**config.mk**
```make
export PLATFORM = sky130hd
export DESIGN_NAME = nmp_cell
export DESIGN_NICKNAME = d
export VERILOG_FILES = /design/src/rtl/core/nmp_pkg.sv /design/src/rtl/core/nmp_cell.sv
export SDC_FILE = /design/constraint.sdc
export NUM_CORES = 1
export LEC_CHECK = 0
export ABC_AREA = 1
export BUFFER_PORTS_ARGS = -buffer_cell sky130_fd_sc_hd__buf_2
export CORE_AREA = 8 8 329 331
export DETAILED_ROUTE_END_ITERATION = 8
export DIE_AREA = 0 0 337 339
export PLACE_DENSITY = 0.53
export SLEW_MARGIN = 20
export SYNTH_ARGS = -nofsm -noshare
export SYNTH_HDL_FRONTEND = slang
export SYNTH_SLANG_ARGS = --single-unit
```
**constraint.sdc**
```tcl
create_clock -name clk -period 4.6 [get_ports clk]
set_clock_uncertainty 0.15 [all_clocks]
set_input_delay 0 -clock clk [delete_from_list [all_inputs] [get_ports clk]]
set_output_delay 0 -clock clk [all_outputs]
set_load 0.01 [all_outputs]
```
**src/rtl/core/nmp_pkg.sv**
```systemverilog
`default_nettype none
// ----------------------------------------------------------------------------
// nmp_pkg
// shared types and codes of the node maintenance planner
// ----------------------------------------------------------------------------
package nmp_pkg;

	localparam int NODES_DEF  = 16;
	localparam int SLOT_MAX_W = 8;   // enough for the largest table

	localparam logic [1:0] ACT_UPDATE = 2'd0;
	localparam logic [1:0] ACT_REMOVE = 2'd1;
	localparam logic [1:0] ACT_PLAN   = 2'd2;

	localparam logic [1:0] KIND_BRANCH     = 2'd0;
	localparam logic [1:0] KIND_COMPACT    = 2'd1;
	localparam logic [1:0] KIND_CHECKPOINT = 2'd2;
	localparam logic [1:0] KIND_BACKUP     = 2'd3;

	localparam logic [1:0] STAT_NONE   = 2'd0;
	localparam logic [1:0] STAT_CHOSEN = 2'd1;
	localparam logic [1:0] STAT_RETRY  = 2'd2;

	localparam logic [2:0] RSN_NONE   = 3'd0;
	localparam logic [2:0] RSN_RETRY  = 3'd1;
	localparam logic [2:0] RSN_SIZE   = 3'd2;
	localparam logic [2:0] RSN_AGE    = 3'd3;
	localparam logic [2:0] RSN_BRANCH = 3'd4;

	localparam logic CFG_TTL_AGE  = 1'b0;
	localparam logic CFG_TTL_USED = 1'b1;

	typedef enum logic {
		ST_IDLE,
		ST_SCAN
	} state_t;

	typedef struct packed {
		logic [1:0]  action;
		logic [1:0]  plan_kind;
		logic [1:0]  member_mask;
		logic [3:0]  slot;
		logic [31:0] node_id;
		logic [31:0] used_size;
		logic [15:0] branch_total;
		logic [31:0] backup_number;
		logic [63:0] lsn_minimum;
		logic [63:0] time_value;
		logic        lock_flag;
		logic [63:0] limit_a;
	} cmd_t;

	typedef struct packed {
		logic [1:0]  status;
		logic [2:0]  reason_code;
		logic [3:0]  chosen_slot;
		logic [31:0] chosen_id;
	} res_t;

	typedef struct packed {
		logic                  upd;
		logic                  rem;
		logic                  lck;
		logic [SLOT_MAX_W-1:0] lck_slot;
	} ctl_t;

	typedef struct packed {
		logic [1:0]  kind;
		logic [63:0] lim;
		logic [63:0] now;
		logic [63:0] ttl_age;
		logic [31:0] ttl_used;
	} plan_t;

	// running best handed from cell to cell
	typedef struct packed {
		logic                  valid;
		logic                  a_valid;
		logic [31:0]           a_key;
		logic [31:0]           a_id;
		logic [SLOT_MAX_W-1:0] a_slot;
		logic                  b_valid;
		logic [31:0]           b_key;
		logic [31:0]           b_id;
		logic [SLOT_MAX_W-1:0] b_slot;
		logic                  retry;
	} word_t;

endpackage
`default_nettype wire

```
**src/rtl/core/nmp_cell.sv**
```systemverilog
`default_nettype none
// ----------------------------------------------------------------------------
// nmp_cell
// one table slot: holds its entry and folds it into the passing best word
// ----------------------------------------------------------------------------
module nmp_cell #(
	parameter int IDX = 0
) (
	input  wire logic          clk,
	input  wire logic          arst_n,
	input  wire nmp_pkg::ctl_t  ctl,
	input  wire nmp_pkg::cmd_t  cmd,
	input  wire nmp_pkg::plan_t plan,
	input  wire nmp_pkg::word_t w_in,
	output nmp_pkg::word_t      w_out
);
	import nmp_pkg::*;

	localparam logic [SLOT_MAX_W-1:0] MY_SLOT = SLOT_MAX_W'(IDX);

	logic        br_q, cp_q, lk_q;
	logic [31:0] id_q, used_q, backup_q;
	logic [15:0] branches_q;
	logic [63:0] lsn_q, time_q;
	logic        hit;
	word_t       w_nxt, w_s1;

	logic        a_cand, b_cand, qual, age_ok;
	logic [31:0] a_key;
	logic [63:0] age;

	assign hit = (IDX < 16) && (cmd.slot == 4'(IDX));

	always_ff @(posedge clk or negedge arst_n) begin
		if (!arst_n) begin
			br_q <= 1'b0;
			cp_q <= 1'b0;
			lk_q <= 1'b0;
		end else begin
			if (ctl.upd && hit) begin
				br_q <= br_q | cmd.member_mask[0];
				cp_q <= cp_q | cmd.member_mask[1];
				lk_q <= cmd.lock_flag;
			end else if (ctl.rem && hit) begin
				br_q <= br_q & ~cmd.member_mask[0];
				cp_q <= cp_q & ~cmd.member_mask[1];
			end
			if (ctl.lck && ctl.lck_slot == MY_SLOT)
				lk_q <= 1'b1;
		end
	end

	always_ff @(posedge clk) begin
		if (ctl.upd && hit) begin
			id_q       <= cmd.node_id;
			used_q     <= cmd.used_size;
			branches_q <= cmd.branch_total;
			backup_q   <= cmd.backup_number;
			lsn_q      <= cmd.lsn_minimum;
			time_q     <= cmd.time_value;
		end
	end

	always_comb begin
		age    = plan.now - time_q;
		age_ok = (used_q >= plan.ttl_used) && (age >= plan.ttl_age);
		case (plan.kind)
			KIND_BRANCH:     qual = age_ok;
			KIND_CHECKPOINT: qual = (lsn_q <= plan.lim);
			KIND_BACKUP:     qual = ({32'd0, backup_q} < plan.lim);
			default:         qual = 1'b0;
		endcase
		a_key  = (plan.kind == KIND_COMPACT) ? {16'd0, branches_q} : used_q;
		a_cand = !lk_q && ((plan.kind == KIND_COMPACT) ? cp_q : br_q);
		b_cand = !lk_q && br_q && qual;

		w_nxt = w_in;
		// strictly above only: equal key and id keep the lower slot
		if (a_cand && (!w_in.a_valid || a_key > w_in.a_key ||
				(a_key == w_in.a_key && id_q > w_in.a_id))) begin
			w_nxt.a_valid = 1'b1;
			w_nxt.a_key   = a_key;
			w_nxt.a_id    = id_q;
			w_nxt.a_slot  = MY_SLOT;
		end
		if (b_cand && (!w_in.b_valid || used_q > w_in.b_key ||
				(used_q == w_in.b_key && id_q > w_in.b_id))) begin
			w_nxt.b_valid = 1'b1;
			w_nxt.b_key   = used_q;
			w_nxt.b_id    = id_q;
			w_nxt.b_slot  = MY_SLOT;
		end
		if (br_q && lk_q && qual)
			w_nxt.retry = 1'b1;
	end

	always_ff @(posedge clk or negedge arst_n) begin
		if (!arst_n)
			w_s1 <= '0;
		else
			w_s1 <= w_nxt;
	end

	assign w_out = w_s1;

endmodule
`default_nettype wire

```
* After elaboration in Yosys (flattened, before gate mapping)
Cells that the tools add are included.
** Word-level totals
- Bits of input ports :: 702
- Logic and storage cells :: 76
- Register bits :: 391
- Output and inout bits :: 148
** Operators by class
- Reductions and logical operators :: 25
- Muxes and demuxes :: 12
- Order comparisons :: 8
- Bitwise gates (word level) :: 6
- $add $sub $neg :: 1
- Eq/ne operators :: 5
** Operator list (count)
- 73-bit 2-to-1 mux :: 2
- 32-bit greater-than comparator :: 4
- 32-bit equality test :: 2
- 64-bit greater-or-equal comparator :: 1
- 64-bit less-or-equal comparator :: 1
- 32-bit by 64-bit less-than comparator with 1-bit output :: 1
- 64-bit subtractor :: 1
- 32-bit greater-or-equal comparator :: 1
- 32-bit 2-to-1 mux :: 1
- 1-bit logical AND :: 13
- 8-bit zero test :: 1
- 1-bit 2-to-1 mux :: 8
- 2-bit equality test, second input constant :: 2
- 4-bit zero test :: 1
- 1-bit logical OR :: 4
- 2-bit nonzero test :: 2
- 1-bit zero test :: 3
- 1-bit case mux with 3 select lines :: 1
- 1-bit bitwise AND :: 2
- 2-bit by 1-bit equality test with 1-bit output, second input constant :: 1
- 2-bit zero test :: 1
- 1-bit inverter :: 2
- 1-bit OR :: 2

* Logic depth before layout (Yosys ltp)
Gate-level depths: netlist (run 1).
- Depth in word-level cells :: 7
- Depth in mapped cells :: 30
- Gate-level depth less buffers :: 29

* Worst setup path before layout (run 1)
Ideal clock, no wire load.
- Kind :: input port to flip-flop
- Start point :: input port cmd[306] (netlist bit)
- End point :: register lk_q
- Data required time :: 4075 ps
- Buffers on the path :: 0
- Path slack :: -1232 ps
- Arrival time :: 5307 ps
- Stages on the path :: 4
- Setup time :: 375 ps
- Cell sequence :: nor4_1 nand2_1 inv_1 o21ai_0
** Between the ends
- Longest elaborated chain between the ends :: 3
** Ends and longest elaborated chain
- start, declared :: RTL line nmp_cell.sv:12 : input wire nmp_pkg::cmd_t cmd,
- 4-bit zero test :: RTL line nmp_cell.sv:32 : assign hit = (IDX < 16) && (cmd.slot == 4'(IDX));
- 1-bit logical AND :: RTL line nmp_cell.sv:40 : if (ctl.upd && hit) begin
- 2-bit nonzero test (no line)
- end signal, assigned :: RTL line nmp_cell.sv:43 : lk_q <= cmd.lock_flag;
- end, declared :: RTL line nmp_cell.sv:21 : logic br_q, cp_q, lk_q;
No other way between the ends.
A chain may end at the register's enable or synchronous reset.

==> results of run 1 <==
## path summary, 6_finish.rpt
kind,startpoint,end,depth (start not counted)
worst max-delay path,time_q[38],w_out[26],29
worst min-delay path,w_in[104],w_out[104],4
worst max register to register,time_q[38],w_out[26],29
worst min register to register,used_q[0],w_out[41],2
max in group asynchronous,arst_n,w_out[7],4
min in group asynchronous,arst_n,w_out[88],4
## per-stage QoR
step | hold WS, ns | power (mW) | instance area (um^2)
after floorplan | -0.446 | 5.26 | 26000
after global placement | -0.0829 | 6.43 | 32700
after global routing | 0.0334 | 12.2 | 44800
after CTS | 0.000347 | 11.5 | 43200
final | 0.0471 | 11.6 | 44800
after detailed placement | -0.0779 | 6.45 | 32700
## final cells by class
cell class	instances	area [um^2]	share of cell area, %
multi-input combinational	2065	14200	31.7
timing repair buffer	1817	14000	31.3
sequential	391	11000	24.5
inverter	538	2020	4.51
tap	1380	1730	3.85
clock buffer	62	1360	3.03
clock inverter	36	432	0.963
antenna	33	82.6	0.184
## critical path: cells and delay by family, from the launching register on
family,cells,cell delay (ns)
AOI/OAI and AO/OA,2,0.30
xor gates and xnor gates,1,0.17
adders and majority gates,2,0.53
buffers and inverters,7,0.91
DFF,1,0.37
and+or+nand+nor,17,1.81
## power by group
group | internal, mW | switching, mW
clock | 2.52 | 1.79
combinational | 1.57 | 1.69
sequential | 3.94 | 0.105
total | 8.03 | 3.58
## cell families after synthesis
group	Yosys count	synth area share, %
AO/OA/AOI/OAI	442	9.07
XOR/XNOR	63	2.12
adder cells (fa/ha/maj)	383	18.4
buffers and inverters	591	9.14
flip-flops	391	42.2
AND/OR/NAND/NOR	1177	19.0
## cells in the mapped netlist, drive strengths merged
library cell	number	area [um^2]
nand2	702	2640
inv	538	2020
ha	382	4780
a21oi	254	1270
edfxtp	240	7210
nor2	191	717
dfrtp	151	3780
nand3	132	673
o21ai	120	601
nand4	87	544
xor2	43	377
buf	37	302
nor3	36	180
a31oi	22	138
xnor2	20	175
nor4	17	128
clkbuf	16	60.1
o21a	11	82.6
o21bai	10	75.1
and3	6	37.5
o211ai	6	45.0
a21boi	5	37.5
a21o	5	37.5
a211oi	4	30.0
or2	3	18.8
nand3b	2	15.0
a221oi	1	8.76
a31o	1	8.76
a32oi	1	8.76
a41oi	1	8.76
and2	1	6.26
fa	1	20.0
o2111ai	1	8.76
## flip-flops by register name (all words and copies together) (netlist names), named ones only
register    count
backup_q       32
branches_q     16
id_q           32
lk_q            1
lsn_q          64
time_q         64
used_q         32
w_out         148
## layer usage
layer / vias up / track usage, % / part of all wire, %
li1: 13800 / - / -
met2: 1146 / 36.1 / 48
met1: 13800 / 25.4 / 41
met3: 324 / 4.23 / 6.7
met4: 2 / 9.98 / 4.9
met5: - / 0 / 0.010
## what timing repair did
action	4_1_cts	5_1_grt
buffers inserted	8	27
resized for setup	44	339
hold endpoints to repair	542	0
pin swaps	6	74
endpoints found under the setup margin	74	110
hold buffers	837	0
==> reports/results.md, run 1 <==
| Parameter | Reported | Unit |
| --- | --- | --- |
| Worst-path clk slew | 0.07 | ns |
| Cell at the slowest stage of the critical path | edfxtp_1 | - |
| Wire length of the first global-routing pass | 186000 | um |
| Iteration count of the initial detailed-routing pass | 5 | - |
| Yosys synthesis warning count | 0 | - |
| Final critical path time including I/O delays and setup | 4.41 | ns |
| DR WL/cell | 20.0 | um |
| Seq/Total Area, Yosys | 42.2 | % |
| Critical Path Fanout Max | 21 | - |
| Number of instances in the synthesized netlist | 3047 | - |
| Most frequent CP cell | nand2_1 | - |
| Number of hold-slack violations in the final timing report | 0 | - |
| Areal power density over the cells | 259 | mW/mm^2 |
| Effective utilization at floorplan | 25.3 | % |
| Top-level I/O count | 850 | - |
| Element type at the critical path start | flip-flop | - |
| Unique cell type count in the Yosys netlist | 44 | - |
| Die span in x | 337 | um |
| Mean area per synthesized cell | 8.55 | um^2 |
| Core box area | 0.103 | mm^2 |
| Final worst-path setup slack | 0.189 | ns |
| Full die area | 0.114 | mm^2 |
| Worst min-delay path class | primary input to flip-flop | - |
| Top library cells by usage in the layout, fill and taps aside | dlygate4sd3_1, buf_2, nand2_1 | - |
| Total leakage power | 21.8 | nW |
| Final clock period utilization by the worst path | 95.9 | % |
| Largest voltage drop on the vdd net | 266 | uV |
| Count of unresolved DRC violations after routing | 0 | - |
| Via count of the first global-routing pass | 30900 | - |
| Total of fill cells in the finished design | 9898 | - |
| Flip-flop and latch count after synthesis | 391 | - |
| IO Port Bufs | 781 | - |
| Layout overhead on the synthesized area | 72.1 | % |
| Total congestion overflow | 0 | - |
| Worst Setup End Kind | flip-flop | - |
| Routed wire length | 127000 | um |
| Number of antenna violations at the first check in global routing | 35 | - |
| CTS buffer count | 52 | - |
| H-tree Lvls | 2 | - |
| Root Buffer Master | clkbuf_16 | - |
| DRC violation total after the first TritonRoute iteration | 1822 | - |
| Run status | completed | - |
| Number of nets in the finished design | 5950 | - |
| Class of the most critical setup path | flip-flop to flip-flop | - |
| Die span in y | 339 | um |
| Aggregate negative setup slack | 0 | ns |
| End-of-flow core utilization | 43.6 | % |
| Slew at the pin closest to its max-slew limit | 1.02 | ns |
| Remaining max-slew budget at the tightest pin | 32.0 | % |
| Placed wire-length estimate | 95100 | um |
| Placer congestion estimate | 0.928 | - |
| Reg2Reg Setup Slack | 0.19 | ns |
| Layout cell share with drive strength beyond 1 | 27.6 | % |
| Maximum buffer depth of the clock tree | 3 | - |
| Maximum cell stage delay along the critical path | 0.37 | ns |
| Final instance count without filler cells | 6322 | - |
| Worst-case setup slack after placement | -0.509 | ns |
| Instance count after placement with tap cells included | 5319 | - |
| Synth Cell Area | 0.0260 | mm^2 |
| Maximum number of pins on one net before global-route repair | 114 | - |
| Total via count after detailed routing | 29100 | - |
| Clock insertion delay at the later pin of the skew report | 0.67 | ns |
| Maximum frequency from static timing analysis | 227 | MHz |
| Worst endpoint data arrival time | 4.75 | ns |
| CTS tree | built | - |
| Maxcap violations | 0 | - |
| Detail-routed via count per cell | 4.60 | - |
| Total nets after synthesis | 4132 | - |
| Critical path required time | 4.94 | ns |
| Most frequent standard cell in the layout excluding fill and tap cells | dlygate4sd3_1 | - |
| Clk sink count | 391 | - |
| Number of pins with negative max-slew slack in the final report | 0 | - |
| Global-route total usage across every layer | 21.2 | % |
| Row count | 118 | - |
| Residual antenna-violating net count after detailed routing | 0 | - |
| Finish-stage setup viols | 0 | - |
Power figures use the tool's default switching activity.
==> run 2: changes to the inputs <==
- BUFFER_PORTS_ARGS: -buffer_cell sky130_fd_sc_hd__buf_2 -> unset
- DONT_BUFFER_PORTS: unset -> 1
- PLACE_DENSITY: 0.53 -> 0.46
- SETUP_SLACK_MARGIN: unset -> 0.02
==> reports/results.md, run 2 (synthesis gave the netlist of run 1 again) <==
| Parameter | Reported | Unit |
| --- | --- | --- |
| Cell at the slowest stage of the critical path | edfxtp_1 | - |
| Final total power | 10.6 | mW |
| DR WL/cell | 23.0 | um |
| Final clock period utilization by the worst path | 95.6 | % |
| Met3 demand-to-capacity share in global routing | 6.46 | % |
| Clk sink count | 391 | - |
| Area post-placement | 0.0285 | mm^2 |
| Top-level I/O count | 850 | - |
| Worst-case setup slack after placement | -0.159 | ns |
| Flip-flop count of the largest register, all copies and words added | 148 | - |
| Run status | completed | - |
| Root Buffer Master | clkbuf_16 | - |
| Layout cell share with drive strength beyond 1 | 11.0 | % |
| End-of-flow core utilization | 38.5 | % |
| Element type at the critical path start | flip-flop | - |
| Final instance count without filler cells | 5441 | - |
| Maximum frequency from static timing analysis | 227 | MHz |
| Iteration count of the initial detailed-routing pass | 7 | - |
| Placer congestion estimate | 0.912 | - |
| Clock insertion delay at the later pin of the skew report | 0.61 | ns |
| Die span in y | 339 | um |
| Effective utilization at floorplan | 25.3 | % |
| Layout overhead on the synthesized area | 52.3 | % |
| Maximum cell stage delay along the critical path | 0.38 | ns |
| Finish-stage setup viols | 0 | - |
| Worst Setup End Kind | flip-flop | - |
| Largest voltage drop on the vdd net | 329 | uV |
| Remaining max-slew budget at the tightest pin | 35.2 | % |
| CTS buffer count | 49 | - |
| Maxcap violations | 0 | - |
| Wire length of the first global-routing pass | 178000 | um |
| Worst min-delay path class | primary input to flip-flop | - |
| Most used routing layer | met2 | - |
| Worst r2r src | time_q[41] | - |
| Residual antenna-violating net count after detailed routing | 0 | - |
| Core box area | 0.103 | mm^2 |
| Global-route met2 utilization | 35.0 | % |
| Count of unresolved DRC violations after routing | 0 | - |
| Top library cells by usage in the layout, fill and taps aside | dlygate4sd3_1, nand2_1, inv_1 | - |
| Routed wire length | 125000 | um |
| Global-route total usage across every layer | 20.9 | % |
| Full die area | 0.114 | mm^2 |
| Total congestion overflow | 0 | - |
| Critical Path Fanout Max | 13 | - |
| Worst-path clk slew | 0.06 | ns |
| Most frequent standard cell in the layout excluding fill and tap cells | dlygate4sd3_1 | - |
| Final worst-path setup slack | 0.204 | ns |
| Final critical path time including I/O delays and setup | 4.40 | ns |
| Total leakage power | 18.2 | nW |
| Slew at the pin closest to its max-slew limit | 0.970 | ns |
| Instance count after placement with tap cells included | 4498 | - |
| Number of pins with negative max-slew slack in the final report | 0 | - |
| Maximum number of pins on one net before global-route repair | 110 | - |
| IO Port Bufs | 0 | - |
| Row count | 118 | - |
| Finished layout cell area | 0.0397 | mm^2 |
| Critical Path Start | time_q[41] | - |
| GR Util met1 | 24.4 | % |
| Number of nets in the finished design | 5090 | - |
| CTS tree | built | - |
| DRC violation total after the first TritonRoute iteration | 1565 | - |
| Placed wire-length estimate | 91800 | um |
| Detail-routed via count per cell | 4.71 | - |
| HP Start | w_in[73] | - |
| Aggregate negative setup slack | 0 | ns |
| Critical path required time | 4.94 | ns |
| Class of the most critical setup path | flip-flop to flip-flop | - |
| Hold Worst Slack | 0.0507 | ns |
| Total via count after detailed routing | 25600 | - |
| Number of antenna violations at the first check in global routing | 23 | - |
| H-tree Lvls | 2 | - |
| Via count of the first global-routing pass | 27300 | - |
| Number of hold-slack violations in the final timing report | 0 | - |
| Die span in x | 337 | um |
| Maximum buffer depth of the clock tree | 3 | - |
| Worst endpoint data arrival time | 4.73 | ns |
| Most frequent CP cell | nand2_1 | - |
| Areal power density over the cells | 268 | mW/mm^2 |
==> run 2: cell types whose count changed in the layout (fill, tap and decap cells not counted), sizes merged <==
cell         previous run  this run
clkbuf                 62        66
bufinv                  7         3
dlygate4sd3           836       814
buf                   981       145
clkinvlp                5         7
diode                  33        17
clkinv                 22        15
inv                   540       538
==> run 2: final timing paths <==
check | end | slack (ns) | cells past startpoint
setup / recovery | w_out[56] | 0.20 | 28
hold / removal | w_out[73] | 0.05 | 2
setup reg to reg | w_out[56] | 0.20 | 28
hold reg to reg | w_out[41] | 0.39 | 2
max in group asynchronous | w_out[26] | 3.08 | 4
min in group asynchronous | w_out[144] | 0.33 | 3
==> run 2: area by class of cell <==
cell class	instances	area (um^2)
fill	10100	63300
multi-input combinational	2065	13800
sequential	391	11000
timing repair buffer	960	9480
inverter	538	2030
tap	1380	1730
clock buffer	65	1340
clock inverter	25	220
antenna	17	42.5
==> run 2: critical path: cells and delay by family (launching register included) <==
family | cells | cell delay [ns]
AND/OR/NAND/NOR | 17 | 1.92
buffers and inverters | 7 | 0.99
adder cells (fa/ha/maj) | 2 | 0.58
flip-flops | 1 | 0.38
XOR/XNOR | 1 | 0.15
AO/OA/AOI/OAI | 1 | 0.06
==> run 2: power by group <==
part	total [mW]	switching [mW]	internal, mW
sequential	4.19	0.258	3.94
combinational	2.57	1.35	1.22
clock	3.87	1.66	2.21
==> run 2: routing by layer <==
layer	routed length [um]	up-vias
met5	75	-
met1	49200	12100
met3	11000	301
met2	58800	1072
met4	6170	10
li1	-	12100
==> run 2: repair_timing <==
item | CTS | global route
resized for setup | 47 | 237
cloned | 3 | 1
pin swaps | 1 | 47
hold buffers | 816 | 0
setup buffers | 3 | 14
endpoints found under the hold margin | 542 | 0
endpoints found under the setup margin | 74 | 102
